$ cat src/hw/rtl/csv_field_parser_assert.svh
// assertion macros for the csv field parser
// used by the top level; no other dependencies
`ifndef CSV_FIELD_PARSER_ASSERT_SVH
`define CSV_FIELD_PARSER_ASSERT_SVH

// same-cycle implication, checked out of reset
`define CSVFP_ASSERT_NOW(label, clk, rst, ante, cons) \
   label: assert property (@(posedge clk) disable iff (rst) (ante) |-> (cons)) \
      else $error("csv field parser check failed");

// next-cycle implication, checked out of reset
`define CSVFP_ASSERT_NEXT(label, clk, rst, ante, cons) \
   label: assert property (@(posedge clk) disable iff (rst) (ante) |=> (cons)) \
      else $error("csv field parser check failed");

`endif

$ cat src/hw/rtl/csvfp_pkg.sv
// shared types and constants of the csv field parser
// no dependencies
package csvfp_pkg;

   localparam int unsigned MAX_FIELDS  = 256;
   localparam int unsigned IDX_CAP_INT = ((MAX_FIELDS - 1) < 255) ? (MAX_FIELDS - 1) : 255;
   localparam logic [7:0]  IDX_CAP     = 8'(IDX_CAP_INT);

   localparam int unsigned NUM_SEPS   = 4;
   localparam int unsigned CSR_IDX_W  = 3;
   localparam int unsigned CSR_DATA_W = 8;

   // register indexes
   localparam logic [CSR_IDX_W-1:0] REG_SEP_COUNT = 3'd0;
   localparam logic [CSR_IDX_W-1:0] REG_SEP_0     = 3'd1;
   localparam logic [CSR_IDX_W-1:0] REG_SEP_1     = 3'd2;
   localparam logic [CSR_IDX_W-1:0] REG_SEP_2     = 3'd3;
   localparam logic [CSR_IDX_W-1:0] REG_SEP_3     = 3'd4;

   localparam logic [2:0] SEP_COUNT_RESET = 3'd1;
   localparam logic [7:0] SEP_RESET       = 8'd44;

   localparam logic [7:0] CH_QUOTE = 8'h22;
   localparam logic [7:0] CH_CR    = 8'h0d;
   localparam logic [7:0] CH_LF    = 8'h0a;

   typedef struct packed {
      logic [7:0] in_byte;
      logic       end_of_input;
   } req_payload_type;

   typedef struct packed {
      logic [7:0] out_byte;
      logic       byte_valid;
      logic       field_end;
      logic       line_end;
      logic [7:0] field_index;
   } rsp_payload_type;

   typedef struct packed {
      logic            emit;
      rsp_payload_type rsp;
   } step_result_type;

   typedef enum logic [5:0] {
      PH_LINE   = 6'b000001,
      PH_FSTART = 6'b000010,
      PH_PLAIN  = 6'b000100,
      PH_QUOTED = 6'b001000,
      PH_QSEEN  = 6'b010000,
      PH_TAIL   = 6'b100000
   } phase_type;

endpackage

$ cat src/hw/rtl/csvfp_if.sv
// request and response channel interfaces of the csv field parser
// depends on csvfp_pkg
interface csvfp_req_if import csvfp_pkg::*; ();
   logic            valid;
   logic            ready;
   req_payload_type payload;

   modport source (output valid, output payload, input ready);
   modport sink   (input valid, input payload, output ready);
endinterface

interface csvfp_rsp_if import csvfp_pkg::*; ();
   logic            valid;
   logic            ready;
   rsp_payload_type payload;

   modport source (output valid, output payload, input ready);
   modport sink   (input valid, input payload, output ready);
endinterface

$ cat src/hw/rtl/csvfp_sep_unit.sv
// separator registers and byte match against the active separators
// depends on csvfp_pkg
module csvfp_sep_unit import csvfp_pkg::*; (
   input  logic                  clock,
   input  logic                  reset,
   input  logic                  csr_we,
   input  logic [CSR_IDX_W-1:0]  csr_index,
   input  logic [CSR_DATA_W-1:0] csr_wdata,
   input  logic [7:0]            test_byte,
   output logic                  is_sep
);

   logic [2:0] sep_count_ff;
   logic [7:0] sep_byte_ff [NUM_SEPS];

   always_ff @(posedge clock) begin
      if (reset) begin
         sep_count_ff <= SEP_COUNT_RESET;
         for (int i = 0; i < NUM_SEPS; i++) sep_byte_ff[i] <= SEP_RESET;
      end else if (csr_we) begin
         case (csr_index)
            REG_SEP_COUNT: sep_count_ff   <= csr_wdata[2:0];
            REG_SEP_0:     sep_byte_ff[0] <= csr_wdata;
            REG_SEP_1:     sep_byte_ff[1] <= csr_wdata;
            REG_SEP_2:     sep_byte_ff[2] <= csr_wdata;
            REG_SEP_3:     sep_byte_ff[3] <= csr_wdata;
            default: ;
         endcase
      end
   end

   // count above four leaves all four active
   always_comb begin
      is_sep = 1'b0;
      for (int i = 0; i < NUM_SEPS; i++) begin
         if ((3'(i) < sep_count_ff) && (sep_byte_ff[i] == test_byte)) is_sep = 1'b1;
      end
   end

endmodule

$ cat src/hw/rtl/csvfp_parse_fsm.sv
// parse phase, cr memory and field counter with the per-byte step logic
// depends on csvfp_pkg
module csvfp_parse_fsm import csvfp_pkg::*; #(
   parameter int unsigned FIELD_LIMIT = MAX_FIELDS
) (
   input  logic            clock,
   input  logic            reset,
   input  logic            step,
   input  req_payload_type item,
   input  logic            is_sep,
   output step_result_type result
);

   // field index cap, never above what eight bits can show
   localparam logic [7:0] FIELD_CAP = 8'(((FIELD_LIMIT - 1) < 255) ? (FIELD_LIMIT - 1) : 255);

   phase_type  phase_ff,    phase_in;
   logic       after_cr_ff, after_cr_in;
   logic [7:0] count_ff,    count_in;

   logic [7:0] c;
   logic       do_line_end, do_field_end, do_byte;

   assign c = item.in_byte;

   always_comb begin
      phase_in     = phase_ff;
      after_cr_in  = 1'b0;
      count_in     = count_ff;
      do_line_end  = 1'b0;
      do_field_end = 1'b0;
      do_byte      = 1'b0;

      if (item.end_of_input) begin
         do_line_end = (phase_ff != PH_LINE);
      end else if (after_cr_ff && (c == CH_LF)) begin
         // lf of a cr-lf pair: swallowed
      end else if ((c == CH_CR) || (c == CH_LF)) begin
         after_cr_in = (c == CH_CR);
         do_line_end = 1'b1;
      end else begin
         case (phase_ff)
            PH_PLAIN, PH_TAIL: begin
               if (is_sep) do_field_end = 1'b1;
               else do_byte = 1'b1;
            end
            PH_QUOTED: begin
               if (c == CH_QUOTE) phase_in = PH_QSEEN;
               else do_byte = 1'b1;
            end
            PH_QSEEN: begin
               if (c == CH_QUOTE) begin
                  phase_in = PH_QUOTED;
                  do_byte  = 1'b1;
               end else if (is_sep) begin
                  do_field_end = 1'b1;
               end else begin
                  phase_in = PH_TAIL;
                  do_byte  = 1'b1;
               end
            end
            default: begin
               if (c == CH_QUOTE) begin
                  phase_in = PH_QUOTED;
               end else if (is_sep) begin
                  do_field_end = 1'b1;
               end else begin
                  phase_in = PH_PLAIN;
                  do_byte  = 1'b1;
               end
            end
         endcase
      end

      result             = '0;
      result.rsp.field_index = count_ff;
      if (do_line_end) begin
         result.emit         = 1'b1;
         result.rsp.line_end = 1'b1;
         if (phase_ff != PH_LINE) result.rsp.field_end = 1'b1;
         else result.rsp.field_index = '0;
         phase_in = PH_LINE;
         count_in = '0;
      end else if (do_field_end) begin
         result.emit          = 1'b1;
         result.rsp.field_end = 1'b1;
         phase_in             = PH_FSTART;
         if (count_ff < FIELD_CAP) count_in = count_ff + 8'd1;
      end else if (do_byte) begin
         result.emit           = 1'b1;
         result.rsp.byte_valid = 1'b1;
         result.rsp.out_byte   = c;
      end
   end

   always_ff @(posedge clock) begin
      if (reset) begin
         phase_ff    <= PH_LINE;
         after_cr_ff <= 1'b0;
         count_ff    <= '0;
      end else if (step) begin
         phase_ff    <= phase_in;
         after_cr_ff <= after_cr_in;
         count_ff    <= count_in;
      end
   end

endmodule

$ cat src/hw/rtl/csv_field_parser.sv
// top level of the csv field parser: input register, parse step, result register
// depends on csvfp_pkg, csvfp_if, csvfp_sep_unit, csvfp_parse_fsm, csv_field_parser_assert.svh
//
// Splits a byte stream into lines and fields, one request byte per clock while the response
// side is ready. A request lands in an input register; from there the parse logic (separator
// match, phase update, field counter) writes at most one result into the output register.
// The input register is free again whenever its byte moves on, so with the response side
// ready the block sustains one request per cycle; a stalled response holds one result and
// one pending request before req ready drops. A byte's result passes from the input
// register to the result register before response valid rises, waiting in the input
// register while the result register is held. Bytes that give no result (opening and
// closing quotes, the lf of a cr-lf pair, end of stream at line start) are consumed with
// no response. The field index saturates at FIELD_LIMIT - 1, never above 255. The user
// must write separators through the csr port only while idle; the block does not enforce it.
module csv_field_parser import csvfp_pkg::*; #(
   parameter int unsigned FIELD_LIMIT = MAX_FIELDS
) (
   input  logic                  clock,
   input  logic                  reset,
   csvfp_req_if.sink             req_chan,
   csvfp_rsp_if.source           rsp_chan,
   input  logic                  csr_we,
   input  logic [CSR_IDX_W-1:0]  csr_index,
   input  logic [CSR_DATA_W-1:0] csr_wdata
);

   // input register
   req_payload_type item_ff, item_in;
   logic            item_valid_ff, item_valid_in;

   // result register
   rsp_payload_type rsp_ff, rsp_in;
   logic            rsp_valid_ff, rsp_valid_in;

   logic            accept;
   logic            advance;
   logic            is_sep;
   step_result_type result;

   // the held byte moves on when the result register is empty or being drained
   assign advance = item_valid_ff && (!rsp_valid_ff || rsp_chan.ready);
   assign req_chan.ready = !item_valid_ff || advance;
   assign accept  = req_chan.valid && req_chan.ready;

   csvfp_sep_unit u_sep (
      .clock     (clock),
      .reset     (reset),
      .csr_we    (csr_we),
      .csr_index (csr_index),
      .csr_wdata (csr_wdata),
      .test_byte (item_ff.in_byte),
      .is_sep    (is_sep)
   );

   csvfp_parse_fsm #(.FIELD_LIMIT(FIELD_LIMIT)) u_fsm (
      .clock  (clock),
      .reset  (reset),
      .step   (advance),
      .item   (item_ff),
      .is_sep (is_sep),
      .result (result)
   );

   always_comb begin
      item_in       = accept ? req_chan.payload : item_ff;
      item_valid_in = accept ? 1'b1 : (advance ? 1'b0 : item_valid_ff);

      // advance implies the old result is gone or taken this cycle
      rsp_in       = (advance && result.emit) ? result.rsp : rsp_ff;
      rsp_valid_in = advance ? result.emit : (rsp_valid_ff && !rsp_chan.ready);
   end

   always_ff @(posedge clock) begin
      if (reset) begin
         item_valid_ff <= 1'b0;
         rsp_valid_ff  <= 1'b0;
      end else begin
         item_valid_ff <= item_valid_in;
         rsp_valid_ff  <= rsp_valid_in;
      end
   end

   // payload registers carry no reset
   always_ff @(posedge clock) begin
      item_ff <= item_in;
      rsp_ff  <= rsp_in;
   end

   assign rsp_chan.valid   = rsp_valid_ff;
   assign rsp_chan.payload = rsp_ff;

   // checks
   `include "csv_field_parser_assert.svh"

   // a content byte never carries a mark
   `CSVFP_ASSERT_NOW(a_byte_no_mark, clock, reset,
      rsp_valid_ff && rsp_ff.byte_valid, !rsp_ff.field_end && !rsp_ff.line_end && !1'b0)
   // a result without a byte is a mark, with a zero byte
   `CSVFP_ASSERT_NOW(a_mark_only, clock, reset,
      rsp_valid_ff && !rsp_ff.byte_valid,
      (rsp_ff.field_end || rsp_ff.line_end) && (rsp_ff.out_byte == 8'd0))
   // an empty line mark always reports field zero
   `CSVFP_ASSERT_NOW(a_empty_line_idx, clock, reset,
      rsp_valid_ff && rsp_ff.line_end && !rsp_ff.field_end, rsp_ff.field_index == 8'd0)
   // a held byte that cannot move on stays unchanged in the input register
   `CSVFP_ASSERT_NEXT(a_item_held, clock, reset,
      item_valid_ff && !advance, item_valid_ff && $stable(item_ff))

endmodule
$ cat src/flat_wrapper.sv
// flat-port wrapper written by rule: the top's interface ports become plain ports
module csv_field_parser_flat import csvfp_pkg::*;
#(
   parameter int unsigned FIELD_LIMIT = MAX_FIELDS
)
  (clock, reset, csr_we, csr_index, csr_wdata, req_chan_valid, req_chan_payload, req_chan_ready, rsp_chan_valid, rsp_chan_payload, rsp_chan_ready);
  csvfp_req_if req_chan_i ();
  csvfp_rsp_if rsp_chan_i ();
  input  logic clock;
  input  logic reset;
  input  logic csr_we;
  input  logic [CSR_IDX_W-1:0] csr_index;
  input  logic [CSR_DATA_W-1:0] csr_wdata;
  input wire logic [$bits(req_chan_i.valid)-1:0] req_chan_valid;
  input wire logic [$bits(req_chan_i.payload)-1:0] req_chan_payload;
  output wire logic [$bits(req_chan_i.ready)-1:0] req_chan_ready;
  output wire logic [$bits(rsp_chan_i.valid)-1:0] rsp_chan_valid;
  output wire logic [$bits(rsp_chan_i.payload)-1:0] rsp_chan_payload;
  input wire logic [$bits(rsp_chan_i.ready)-1:0] rsp_chan_ready;
  assign req_chan_i.valid = req_chan_valid;
  assign req_chan_i.payload = req_chan_payload;
  assign req_chan_ready = req_chan_i.ready;
  assign rsp_chan_valid = rsp_chan_i.valid;
  assign rsp_chan_payload = rsp_chan_i.payload;
  assign rsp_chan_i.ready = rsp_chan_ready;
  csv_field_parser #(.FIELD_LIMIT(FIELD_LIMIT)) u_core (.clock(clock), .reset(reset), .req_chan(req_chan_i), .rsp_chan(rsp_chan_i), .csr_we(csr_we), .csr_index(csr_index), .csr_wdata(csr_wdata));
endmodule
$ cat config.mk
export PLATFORM = sky130hd
export DESIGN_NAME = csv_field_parser_flat
export DESIGN_NICKNAME = d
export VERILOG_FILES = /design/src/hw/rtl/csvfp_pkg.sv /design/src/hw/rtl/csvfp_if.sv /design/src/hw/rtl/csvfp_sep_unit.sv /design/src/hw/rtl/csvfp_parse_fsm.sv /design/src/hw/rtl/csv_field_parser.sv /design/src/flat_wrapper.sv
export VERILOG_INCLUDE_DIRS = /design/src /design/src/hw/rtl
export SDC_FILE = /design/constraint.sdc
export NUM_CORES = 1
export LEC_CHECK = 0
export BUFFER_PORTS_ARGS = -buffer_cell sky130_fd_sc_hd__buf_2
export CORE_UTILIZATION = 55
export DETAILED_ROUTE_END_ITERATION = 7
export GPL_ROUTABILITY_DRIVEN = 0
export GPL_TIMING_DRIVEN = 0
export PLACE_DENSITY_LB_ADDON = 0.2
export RECOVER_POWER = 100
export REMOVE_ABC_BUFFERS = 1
export SYNTH_ARGS = -nofsm -noshare
export SYNTH_HDL_FRONTEND = slang
export SYNTH_SLANG_ARGS = --single-unit
$ cat constraint.sdc
create_clock -name clock -period 4.9 [get_ports clock]
set_input_delay 0.98 -clock clock [delete_from_list [all_inputs] [get_ports clock]]
set_output_delay 0.98 -clock clock [all_outputs]
set_load 0.1 [all_outputs]
==> metrics list, run 1 <==
- The flow ran to the end, and the final reports show no timing, DRC or antenna violations.
- After the last flow step, the layout net total stands at 386.
- Area occupied by multi-input gates: 0.001444 mm²
* Avg Vias per Cell: between 5 and 6
- Family with the most delay on the worst path: compound AO/OA/AOI/OAI gates
* Number of global-route vias before repair: 2351
- Clock sink count: 80
- Critical path start-end classification: register to register
- Entering global routing, the biggest net connects 23 pins.
* Height of the die: 85.31 µm
- DRT Pass-1 Iters: 4
* Clock share of power: 36.5%
* RSZ-0062 raised after global routing: false
* Total Neg Setup Slack: 0 ns
* Met2 WL: 3555 µm
* Final routed wirelength across all metal layers: 7157 µm
- Resize count post-CTS: 0
* Arr. time, crit path: 3.99 ns
* Cells traversed along the worst timing path: or3b_1 -> nor4_1 -> a21oi_2 -> o21ai_0 -> o21ba_2 -> o41ai_1 -> nand2_1 -> a21oi_1
- After layout, the minimum clock period comes to 3.715 ns.
- Die X-Extent: 85.31 µm
- The synthesized netlist occupies a cell area of 0.003817 mm².
- Longest Clk Path Bufs: 2
- After synthesis, flip-flops and latches occupy 57.69% of the total area.
- Vias after detailed routing: 2471
* Crit path buffers/inverters: 0
* Post-CTS clock slew at the launch and capture registers of the worst setup and hold paths: 0.08 ns
* Antenna violations before repair: 0
- Number of buffers created by CTS: 9
* Boundary Pins: 46
* Data required time at the worst endpoint: 5.18 ns
- End-of-flow core utilization: 63.95%
* H-tree lvl count: 3
- The slowest stage of the critical path is the o41ai_1 cell.
* Largest incremental delay on the critical path: 0.89 ns
* Min-Delay Path Class: register to register
- After detailed routing, the met3 layer carries 315 µm of wire.
* Number of max-cap violations: 0
- Cell Count, Final, Fillers Out: between 400 and 500
- In the synthesized netlist the async set-or-reset flop fraction comes to 0%.
- Count of hold-fix buffers inserted at cts: 0
* Critical-path maximum fanout: 7
* Final hold violation count: 0
- Across the routed clock network, the largest skew measured is 0.007608 ns.
- Timing would allow up to ~270 MHz.
- Once the clock tree was built, the setup fixing pass inserted 0 buffers.
- TritonCTS built the clock tree.
- Starting DRC count in detailed routing: 109
- Net switching is 24.82% of the power.
- Global route overflow: 0
- STA classifies the critical path endpoint as a register.
- The wire-length estimate of the detail-placed layout is 5312 µm.
* Peak supply drop: between 0.15 and 0.2 mV
- Average size of a mapped cell: approximately 12 µm²
* Average wire length per cell after detail routing: 16.19 µm
- Buffers on Ports: 45
- The share of total power dissipated in combinational logic is between 10% and 20%.
- After detailed routing, the wire length on met1 is 3136 µm.
- First-pass GRT wire length: 11390 µm
- STA classifies the critical path startpoint as a register.
- Dividing the final minimum period by the clock period gives 75.81%.
- Sequential share of power: 53.5%
- For this run, the number of Yosys warnings is 0.
- Synthesis inferred 80 register bits.
- The die covers 0.007278 mm².
* Main synth FF type: edfxtp_1
- Cell internal power was estimated by the tool at about 1.1 mW.
* Leakage power of the design: 1.481 nW
* P&R area growth vs syn: 9.407%
* DRC: 0
- The analysis attributes to net switching a power of 0.3640 mW.
- The highest layer touched by signal routing is met4.
- Cells with a size suffix above 1 make up between 10 and 15% of the layout.
* Filler Cells Inserted: roughly 540
* Finish-stage setup viols: 0
* Count of antenna-violating nets left after detailed routing: 0
- Headroom to the max-slew limit came out at 10.28%.
- Effective utilization at floorplan: 58.45%
- The count of pins over their slew limit was 0.
- Row count: 29
* FF/Latch Area: 0.002202 mm²
* Total inserted antenna cells: 0
- Mapped Cells: 316
- Dpl cells: 426
- For the pin with the worst max-slew slack, the measured transition is 1.328 ns.
- Counting flops with a built-in enable in the synthesized netlist gives 60.
* Buffer type at the clock tree root: clkbuf_8
- Areal power density over the cells: 351.1 mW/mm²
- Area of the placeable core: approximately 0.0065 mm²
- Across every metal layer, demand over resource in global routing totals a little over a fifth.
* Clock latency of the later-clocked register in the worst-skew pair: between 0.3 and 0.4 ns
* Count of unique library cells instantiated by Yosys: between 40 and 50
layout by cell type (no fill, tap or decap), types with 4 or more instances in the layout:
cell / synthesis / final
clkbuf_1: 7 / 24
nand3b_1: 4 / 4
nor3_1: 7 / 7
a21oi_1: 9 / 9
xor2_1: 22 / 22
o21ai_0: 3 / 4
edfxtp_1: 60 / 60
nor2_1: 16 / 16
nor4_1: 9 / 10
nand4_1: 4 / 4
inv_1: 5 / 5
clkbuf_8: 0 / 10
and2_1: 40 / 12
nor2b_1: 4 / 4
nand2_1: 18 / 18
nand2b_1: 21 / 21
and3_1: 6 / 6
and2_0: 0 / 28
xnor2_1: 11 / 11
mux2i_1: 9 / 9
dfxtp_1: 20 / 20
buf_2: 1 / 22
per-stage QoR:
step                setup WS [ns]  cell area [µm²]  power (mW)  hold slack (ns)
floorplan                   2.022             3745      0.9113           0.4434
global placement            1.772             4066      0.9508           0.4601
detailed placement          1.736             4066      0.9555           0.4714
CTS                         1.730             4285       1.487           0.4820
global route               0.9453             4177       1.520           0.5073
finish                      1.185             4177       1.467           0.4831
worst paths after layout:
| path | startpoint | end | slack, ns | cells after the start |
|---|---|---|---|---|
| hold reg to reg | u_core.u_fsm.phase_ff[4] | u_core.u_fsm.phase_ff[4] | 0.48 | 2 |
| hold / removal | u_core.u_fsm.phase_ff[4] | u_core.u_fsm.phase_ff[4] | 0.48 | 2 |
| setup reg to reg | u_core.item_ff[1] | u_core.u_fsm.phase_ff[2] | 1.19 | 8 |
| setup / recovery | u_core.item_ff[1] | u_core.u_fsm.phase_ff[2] | 1.19 | 8 |
tightest hold or removal path, cell delays in order, from the launching register on:
cell and delay [ns]:
dfxtp_1 0.33, nand2_1 0.06, a21oi_1 0.05
cell usage after synthesis, types with 4 or more instances:
master,instances,share of area [%]
edfxtp_1,60,47
xor2_1,22,5.0
inv_1,5,0.49
nor3_1,7,0.92
nand3b_1,4,0.79
nor4_1,9,1.5
nor2b_1,4,0.66
clkbuf_1,7,0.69
nor2_1,16,1.6
nand4_1,4,0.66
a21oi_1,9,1.2
dfxtp_1,20,10
xnor2_1,11,2.5
nand2_1,18,1.8
and3_1,6,0.98
mux2i_1,9,2.4
nand2b_1,21,3.4
and2_1,40,6.6
state kept, by name, summed over array words and instances, names as in the netlist:
register	flops
u_core.u_sep.sep_byte_ff	32
u_core.rsp_chan.payload	19
u_core.item_ff	9
u_core.u_fsm.count_ff	8
u_core.u_fsm.phase_ff	6
u_core.u_sep.sep_count_ff	3
u_core.item_valid_ff	1
u_core.rsp_chan.valid	1
u_core.u_fsm.after_cr_ff	1
routing by layer:
| metal | global-route usage (%) | up-vias |
|---|---|---|
| met5 | 0 | - |
| met4 | 10.30 | 0 |
| met3 | 5.545 | 13 |
| met2 | 36.80 | 62 |
| met1 | 25.22 | 1179 |
| li1 | - | 1217 |
cell type report:
cell class / count / share of cell area, %
clock buffer: 11 / 3.385
clock inverter: 5 / 1.857
inverter: 5 / 0.4494
multi-input combinational: 219 / 34.57
sequential: 80 / 52.73
tap: 77 / 2.307
timing repair buffer: 45 / 4.703
power by group through the flow:
stage	Combinational [mW]	Clock [mW]	Sequential, mW
2_1_floorplan	0.0677	0	0.844
3_3_place_gp	0.151	0	0.800
3_5_place_dp	0.154	0	0.801
4_1_cts	0.155	0.546	0.786
5_1_grt	0.157	0.574	0.789
6_report	0.147	0.535	0.785
cell families (layout without fill, tap and decap cells):
family          Yosys count  in the layout  synth area share [%]
simple gates            143            143                 21.96
flops                    80             80                 57.69
compound gates           33             33                 7.703
xor+xnor                 33             33                 7.571
buf+inv                  17             66                 2.393
mux                       9              9                 2.360
fa+ha+maj                 1              1                0.3277
No activity file was read; power rests on OpenSTA's default activity.
==> run 2: changes to the inputs <==
--- a/config.mk
+++ b/config.mk
@@ -7,7 +7,7 @@
 export NUM_CORES = 1
 export LEC_CHECK = 0
 export BUFFER_PORTS_ARGS = -buffer_cell sky130_fd_sc_hd__buf_2
-export CORE_UTILIZATION = 55
+export CORE_UTILIZATION = 52
 export DETAILED_ROUTE_END_ITERATION = 7
 export GPL_ROUTABILITY_DRIVEN = 0
 export GPL_TIMING_DRIVEN = 0
==> constraint.sdc (replaced) <==
create_clock -name clock -period 3.18 [get_ports clock]
set_input_delay 0.636 -clock clock [delete_from_list [all_inputs] [get_ports clock]]
set_output_delay 0.636 -clock clock [all_outputs]
set_load 0.1 [all_outputs]
==> run 2 against run 1 <==
Compared with the run above: clock power is 51% higher; sequential cell count unchanged; first-iteration DRC count fell by 13%; largest cell class unchanged; combinational power up 57%; maximum frequency is 27% higher; critical path depth is the same; sequential share of layout area down 0.95 points; wire length fell by 0.85%; clock skew up 0.0042 ns; die area is 5.6% higher; non-clock buffer count is the same.
==> metrics list, run 2 (same netlist as run 1, synthesis figures left out) <==
- Leakage power of the design: 1.519 nW (was 1.481 nW)
- The top fanout value on the critical path is 7 (unchanged).
- The worst reg2reg path depth came to 8 (unchanged).
- Result of the run: finished clean (unchanged).
- The clock group share of total power came to 36.0% (was 36.5%).
- CTS tree: built (unchanged)
- Family with the most delay on the worst path: compound AO/OA/AOI/OAI gates (unchanged)
- The area taken by multi-input logic gates was 0.001503 mm² (was 0.001444 mm²).
- The worst relative slew slack came to 21.92% (was 10.28%).
* All-layer global routing usage: 20.48% (was 21.46%)
- The maximum number of pins on one net before global-route repair is 23 (unchanged).
- The H-tree depth reported by CTS came to 3 (unchanged).
- Count of antenna-violating nets left after detailed routing: 0 (unchanged)
- Reg-to-reg critical path endpoint: u_core.u_fsm.phase_ff[2] (unchanged)
- The critical path data required time is 3.44 ns (was 5.18 ns).
* Fraction of the cycle the final worst path needs: 92.17% (was 75.81%)
- The initial antenna violation count was 0 (unchanged).
* Total inserted antenna cells: 0 (unchanged)
* Post-detailed-placement half-perimeter wirelength: 5078 µm (was 5312 µm)
* Global route overflow: 0 (unchanged)
* Cell Count, Final, Fillers Out: 461 (was 442)
* Launch instance of the worst min-delay path: req_chan_payload[6] (was u_core.u_fsm.phase_ff[4])
- The vertical extent of the die is 87.68 µm (was 85.31 µm).
- Finish-stage setup viols: 0 (unchanged)
- Arr. time, crit path: 3.20 ns (was 3.99 ns)
- The detailed-route DRC error count was 0 (unchanged).
- Startpoint of the lowest-slack register-to-register path: u_core.item_ff[1] (unchanged)
* Sequential share of power: 53.8% (was 53.5%)
- Final setup skew: 0.01185 ns (was 0.007608 ns)
- The area taken by flip-flops and latches came to 0.002202 mm² (unchanged).
* Fmax achieved: 341.2 MHz (was 269.2 MHz)
- The slack of the worst reg-to-reg path came to 0.25 ns (was 1.19 ns).
* Post-layout minimum cycle time: 2.931 ns (was 3.715 ns)
- Crit path buffers/inverters: 0 (unchanged)
- The number of iterations in the first detailed-routing pass is 4 (unchanged).
- The most common cell after layout, fill and taps aside was edfxtp_1 (unchanged).
- Setup bufs post-CTS: 0 (unchanged)
- RSZ-0062 raised after global routing: false (unchanged)
- Placed Area: 0.004090 mm² (was 0.004066 mm²)
- The library cell used as clock root buffer was clkbuf_8 (unchanged).
- Average wire length per cell after detail routing: 15.39 µm (was 16.19 µm)
- The launching element type of the critical path is a register (unchanged).
- Type of element capturing the critical path: register (unchanged)
- Longest Clk Path Bufs: 2 (unchanged)
- Leading cell types in the layout, fill and taps excluded: edfxtp_1, and2_0, clkbuf_1, xor2_1, nand2b_1 (was edfxtp_1, and2_0, clkbuf_1, xor2_1, buf_2).
* Min-Delay Path Class: primary input to register (was register to register)
- PnR Total Power: 2.252 mW (was 1.467 mW)
- Boundary Pins: 46 (unchanged)
- The synthesis-to-layout area growth is 11.41% (was 9.407%).
- The number of filler instances in the final layout came to 582 (was 536).
- Dpl cells: 445 (was 426)
- Cells traversed along the worst timing path: or3b_4 -> nor4_4 -> a21oi_2 -> o21ai_1 -> o21ba_1 -> o41ai_2 -> nand2_1 -> a21oi_1 (was or3b_1 -> nor4_1 -> a21oi_2 -> o21ai_0 -> o21ba_2 -> o41ai_1 -> nand2_1 -> a21oi_1).
- The register with the highest flop count is u_core.u_sep.sep_byte_ff (unchanged).
- Post-CTS clock slew at the launch and capture registers of the worst setup and hold paths: 0.07 ns (was 0.08 ns)
- The max capacitance violation total is 0 (unchanged).
* Avg Vias per Cell: 5.247 (was 5.590)
- The slowest stage cell on the critical path was o41ai_2 (was o41ai_1).
- The number of sinks driven by the clock tree came to 80 (unchanged).
* Final hold violation count: 0 (unchanged)
* Row count: 30 (was 29)
- The total non-filler cell area in the finished layout is 0.004253 mm² (was 0.004177 mm²).
- The delay of the slowest cell on the worst path is 0.59 ns (was 0.89 ns).
- The via total after detailed routing came to 2419 (was 2471).
- The horizontal die dimension is 87.68 µm (was 85.31 µm).
- The final routed wirelength across all metal layers came to 7096 µm (was 7157 µm).
* Share of final-layout standard cells stronger than drive strength 1: 12.05% (was 11.51%)
- The CTS buffer count was 9 (unchanged).
- Effective utilization at floorplan: 54.97% (was 58.45%)
* Peak supply drop: 0.3008 mV (was 0.1652 mV)
- Net count, final: 386 (unchanged)
- The number of buffers inserted by port buffering came to 45 (unchanged).
- Starting DRC count in detailed routing: 95 (was 109)
- The flip-flop count of the largest register, all copies and words added was 32 (unchanged).
- Number of global-route vias before repair: 2365 (was 2351)
- Area of the placeable core: 0.006944 mm² (was 0.006531 mm²)
- Internal Dissipation: 1.699 mW (was 1.103 mW)
* Switch Pwr: 0.5528 mW (was 0.3640 mW)
- The later-pin clock latency in the skew report came to 0.35 ns (was 0.36 ns).
- The part of the power in combinational logic was 10.3% (was 10.0%).
- Slew @ Worst Pin: 1.176 ns (was 1.328 ns)
- The switching power as a share of total power was 24.55% (was 24.82%).
* Max Slew Vio Count: 0 (unchanged)
- Areal power density over the cells: 529.4 mW/mm² (was 351.1 mW/mm²)
- The cell count of the worst hold path came to 1 (was 2).
- The full die area came to 0.007688 mm² (was 0.007278 mm²).
* Hold Path End: u_core.item_ff[6] (was u_core.u_fsm.phase_ff[4])
- The origin of the worst setup path is u_core.item_ff[1] (unchanged).
- First-pass GRT wire length: 11470 µm (was 11390 µm)
- Critical path start-end classification: register to register (unchanged)
==> run 2: cell count changes in the layout (fill, tap and decap cells not counted), moves of 2 or more <==
cell / previous run / this run
o41ai_1: 2 / 0
buf_2: 22 / 20
inv_4: 2 / 0
clkbuf_1: 24 / 27
==> run 2: layout make-up <==
cell class,instances,share of cell area [%]
clock inverter,4,1.648
multi-input combinational,219,35.33
inverter,5,0.4413
tap,96,2.824
sequential,80,51.78
timing repair buffer,45,4.560
clock buffer,12,3.413
==> run 2: power groups by stage <==
stage,clock network [mW],registers [mW],logic [mW]
final,0.810,1.21,0.231
after CTS,0.830,1.21,0.239
after global routing,0.865,1.22,0.250
after detailed placement,0,1.23,0.238
after global placement,0,1.23,0.233
after floorplan,0,1.30,0.104
==> run 2: metal layers <==
layer | GRT usage [%] | routed length [µm]
met1 | 24.25 | 3202
met2 | 35.94 | 3595
met3 | 4.430 | 206
met4 | 8.942 | 92
met5 | 0 | 0
==> run 2: worst max-delay path by stage <==
stage                     cells past startpoint  slack [ns]                          end
after floorplan                               3        0.48            u_core.item_ff[0]
final                                         8        0.25     u_core.u_fsm.phase_ff[2]
after CTS                                     6        0.19  u_core.rsp_chan.payload[14]
after global routing                          8        0.03     u_core.u_fsm.phase_ff[5]
after detailed placement                      6       -0.04   u_core.rsp_chan.payload[6]
after global placement                        7      -0.003   u_core.rsp_chan.payload[6]
==> run 2: repair_timing <==
item,CTS,global route
setup endpoints to repair,19,0
hold buffers,0,0
gates resized for setup,1,0
==> run 2: worst reg2reg max path: cells and delay by family, from the launching register on <==
kind            cells  cell delay, ns
flops               1            0.56
compound gates      5            1.36
simple gates        3            0.94
==> run 2: metrics by stage <==
step	TNS (ns)	worst slack (ns)	hold WS [ns]	util, %
6_report	0	0.2489	0.4615	61.24
5_1_grt	0	0.02511	0.4501	61.24
4_1_cts	0	0.1939	0.4462	62.02
3_5_place_dp	-0.7749	-0.04169	0.4682	58.90
3_3_place_gp	-0.04234	-0.003387	0.4637	58.90
2_1_floorplan	0	0.4783	0.4434	-
==> run 3: changes to the inputs <==
--- a/config.mk
+++ b/config.mk
@@ -7,6 +7,7 @@
 export NUM_CORES = 1
 export LEC_CHECK = 0
 export BUFFER_PORTS_ARGS = -buffer_cell sky130_fd_sc_hd__buf_2
+export CORE_MARGIN = 1.5
 export CORE_UTILIZATION = 52
 export DETAILED_ROUTE_END_ITERATION = 7
 export GPL_ROUTABILITY_DRIVEN = 0
==> run 3 against run 2 <==
Compared with the run above: wire length increased by 0.66%; non-clock buffer count unchanged; largest power group unchanged; clock skew decreased by 0.0029 ns; via count increased by 1.0%; register-to-register slack improved by 0.03 ns.
==> metrics list, run 3 (same netlist as run 1, synthesis figures left out) <==
* P&R area growth vs syn: 12.16% (was 11.41%)
- Crit path buffers/inverters: 0 (unchanged)
- The number of buffers inserted by port buffering was 45 (unchanged).
* Reg-to-reg critical path endpoint: u_core.u_fsm.count_ff[4] (was u_core.u_fsm.phase_ff[2])
* RSZ-0062 raised after global routing: false (unchanged)
- The number of sinks driven by the clock tree was 80 (unchanged).
* Arr. time, crit path: 3.18 ns (was 3.20 ns)
- The remaining global-route overflow is 0 (unchanged).
- The clock tree buffer depth is 2 (unchanged).
* Worst setup slack for register-to-register paths: 0.28 ns (was 0.25 ns)
- The worst IR drop on VDD is 0.3280 mV (was 0.3008 mV).
* Result of the run: finished clean (unchanged)
- Leading cell types in the layout, fill and taps excluded: edfxtp_1, and2_0, clkbuf_1, xor2_1, buf_2 (was edfxtp_1, and2_0, clkbuf_1, xor2_1, nand2b_1).
* Post-layout minimum cycle time: 2.901 ns (was 2.931 ns)
- The number of hold buffers added after CTS came to 0 (unchanged).
- The total non-filler cell area in the finished layout is 0.004282 mm² (was 0.004253 mm²).
- Finish-stage setup viols: 0 (unchanged)
- Share of final-layout standard cells stronger than drive strength 1: 13.42% (was 12.05%)
- The top fanout value on the critical path is 9 (was 7).
* Net count, final: 386 (unchanged)
* Leakage power of the design: 1.524 nW (was 1.519 nW)
* Startpoint of the lowest-slack register-to-register path: u_core.item_ff[3] (was u_core.item_ff[1])
- The peak clock frequency supported by timing came to 344.8 MHz (was 341.2 MHz).
- The number of top-level pins is 46 (unchanged).
- The H-tree depth reported by CTS was 3 (unchanged).
- Avg Vias per Cell: 5.267 (was 5.247)
- Average wire length per cell after detail routing: 15.39 µm (about the same)
- The final clock period utilization by the worst path was 91.21% (was 92.17%).
- CP max stage cell: o41ai_4 (was o41ai_2)
- DRT Pass-1 Iters: 4 (unchanged)
* Final hold violation count: 0 (unchanged)
* Final setup skew: 0.008969 ns (was 0.01185 ns)
- Cells traversed along the worst timing path: xor2_1 -> nor4_1 -> nand4_1 -> o31ai_4 -> nor2_1 -> o41ai_4 -> and4_1 -> mux2i_1 (was or3b_4 -> nor4_4 -> a21oi_2 -> o21ai_1 -> o21ba_1 -> o41ai_2 -> nand2_1 -> a21oi_1)
- Worst Setup Slack, final: 0.2795 ns (was 0.2489 ns)
- Met2 WL: 3427 µm (was 3595 µm)
- The critical path data required time is 3.46 ns (was 3.44 ns).
* Family with the most delay on the worst path: simple AND/OR/NAND/NOR gates (was compound AO/OA/AOI/OAI gates)
* Routed length on met1: 3234 µm (was 3202 µm)
* Hold Path End: u_core.item_ff[1] (was u_core.item_ff[6])
- Max Slew Vio Count: 0 (unchanged)
- The kind of end point of the critical path is a register (unchanged).
* Starting DRC count in detailed routing: 67 (was 95)
- The origin of the worst setup path is u_core.item_ff[3] (was u_core.item_ff[1]).
* Min-Delay Path Class: primary input to register (unchanged)
* Number of buffers created by CTS: 9 (unchanged)
- Setup slack at placement: -0.03023 ns (was -0.04169 ns)
- Buffer type at the clock tree root: clkbuf_8 (unchanged)
- The cell count of the worst hold path came to 1 (unchanged).
- Post-detailed-placement half-perimeter wirelength: 5078 µm (unchanged)
- The routed wire length on met3 was 334 µm (was 206 µm).
- The power per cell area is 529.9 mW/mm² (was 529.4 mW/mm²).
- The later-pin clock latency in the skew report came to 0.36 ns (was 0.35 ns).
- Height of the die: 88.68 µm (was 87.68 µm)
- Die X-Extent: 88.68 µm (was 87.68 µm)
- The maximum number of pins on one net before global-route repair was 23 (unchanged).
- Post-CTS clock slew at the launch and capture registers of the worst setup and hold paths: 0.09 ns (was 0.07 ns)
* DRC: 0 (unchanged)
- The delay of the slowest cell on the worst path is 0.59 ns (about the same).
* Category of the worst setup path launch point: register (unchanged)
- The clock tree from TritonCTS was built (unchanged).
- The uppermost signal routing layer after detailed routing is met4 (unchanged).
* Flip-flop count of the largest register, all copies and words added: 32 (unchanged)
- The full die area came to 0.007864 mm² (was 0.007688 mm²).
- The core region area was 0.007176 mm² (was 0.006944 mm²).
- Effective utilization at floorplan: 53.20% (was 54.97%)
- The most common cell after layout, fill and taps aside is edfxtp_1 (unchanged).
- The final routed wirelength across all metal layers was 7143 µm (was 7096 µm).
- The total routing resource utilization after global routing was 19.83% (was 20.48%).
* Most flops, register: u_core.u_sep.sep_byte_ff (unchanged)
- The placed standard-cell area came to 0.004094 mm² (was 0.004090 mm²).
* Critical path start-end classification: register to register (unchanged)
* Number of max-cap violations: 0 (unchanged)
- Setup bufs post-CTS: 0 (unchanged)
- The initial antenna violation count is 0 (unchanged).
* Slew Limit Headroom: 22.45% (was 21.92%)
- The total inserted antenna cells is 0 (unchanged).
- The number of rows in the core area came to 31 (was 30).
- Slew @ Worst Pin: 1.168 ns (was 1.176 ns)
- The number of nets with antenna violations after detailed routing came to 0 (unchanged).
* Launch instance of the worst min-delay path: req_chan_payload[1] (was req_chan_payload[6])
- The via count of the first global-routing pass was 2185 (was 2365).
* Worst reg2reg path depth: 8 (unchanged)
- The first-pass GRT wire length is 11160 µm (was 11470 µm).
- The via total after detailed routing was 2444 (was 2419).
[run 3: layer usage]
layer,vias up,global-route usage [%]
met5,-,0
met4,0,8.949
met3,11,3.358
met2,58,32.37
met1,1161,26.00
li1,1214,-
[run 3: area by class of cell]
cell class	instances	area [µm²]
Sequential cell	80	2202
Multi-Input combinational cell	219	1520
Inverter	5	18.77
Tap cell	99	123.9
Fill cell	624	2894
Clock buffer	9	123.9
Clock inverter	7	96.34
Timing Repair Buffer	45	196.4
[run 3: power by group]
| part | internal [mW] | total, mW | switching [mW] | leakage, nW |
|---|---|---|---|---|
| clock | 0.441 | 0.828 | 0.386 | 0.101 |
| combinational | 0.0656 | 0.233 | 0.167 | 0.690 |
| sequential | 1.17 | 1.21 | 0.0364 | 0.732 |
[run 3: how the worst max path moves through the flow]
stage,endpoint,cells past startpoint,slack (ns)
finish,u_core.u_fsm.count_ff[4],8,0.28
floorplan,u_core.item_ff[0],3,0.48
CTS,u_core.rsp_chan.payload[7],6,0.20
global placement,u_core.rsp_chan.payload[6],6,-0.02
global route,u_core.u_fsm.phase_ff[2],8,0.08
detailed placement,u_core.rsp_chan.payload[6],6,-0.03
[run 3: worst reg2reg max path, delay by kind of cell, from the launching register on]
family | cells | cell delay, ns
AO/OA/AOI/OAI | 2 | 0.84
flip-flops | 1 | 0.57
multiplexers | 1 | 0.20
XOR/XNOR | 1 | 0.23
AND/OR/NAND/NOR | 4 | 0.98
[run 3: stage by stage]
step	hold WS (ns)	total power [mW]	setup TNS, ns	instances	utilization [%]
6_report	0.4436	2.269	0	464	59.67
5_1_grt	0.4321	2.342	0	464	59.67
3_5_place_dp	0.4740	1.471	-0.5558	448	57.05
2_1_floorplan	0.4434	1.404	0	304	-
3_3_place_gp	0.4638	1.468	-0.3865	448	57.05
4_1_cts	0.4322	2.284	0	464	60.14
[run 3: repair_timing]
action | in CTS | in global routing
endpoints found under the setup margin | 19 | 19
resized for setup | 1 | 1
pin swaps | 0 | 0
endpoints found under the hold margin | 0 | 0
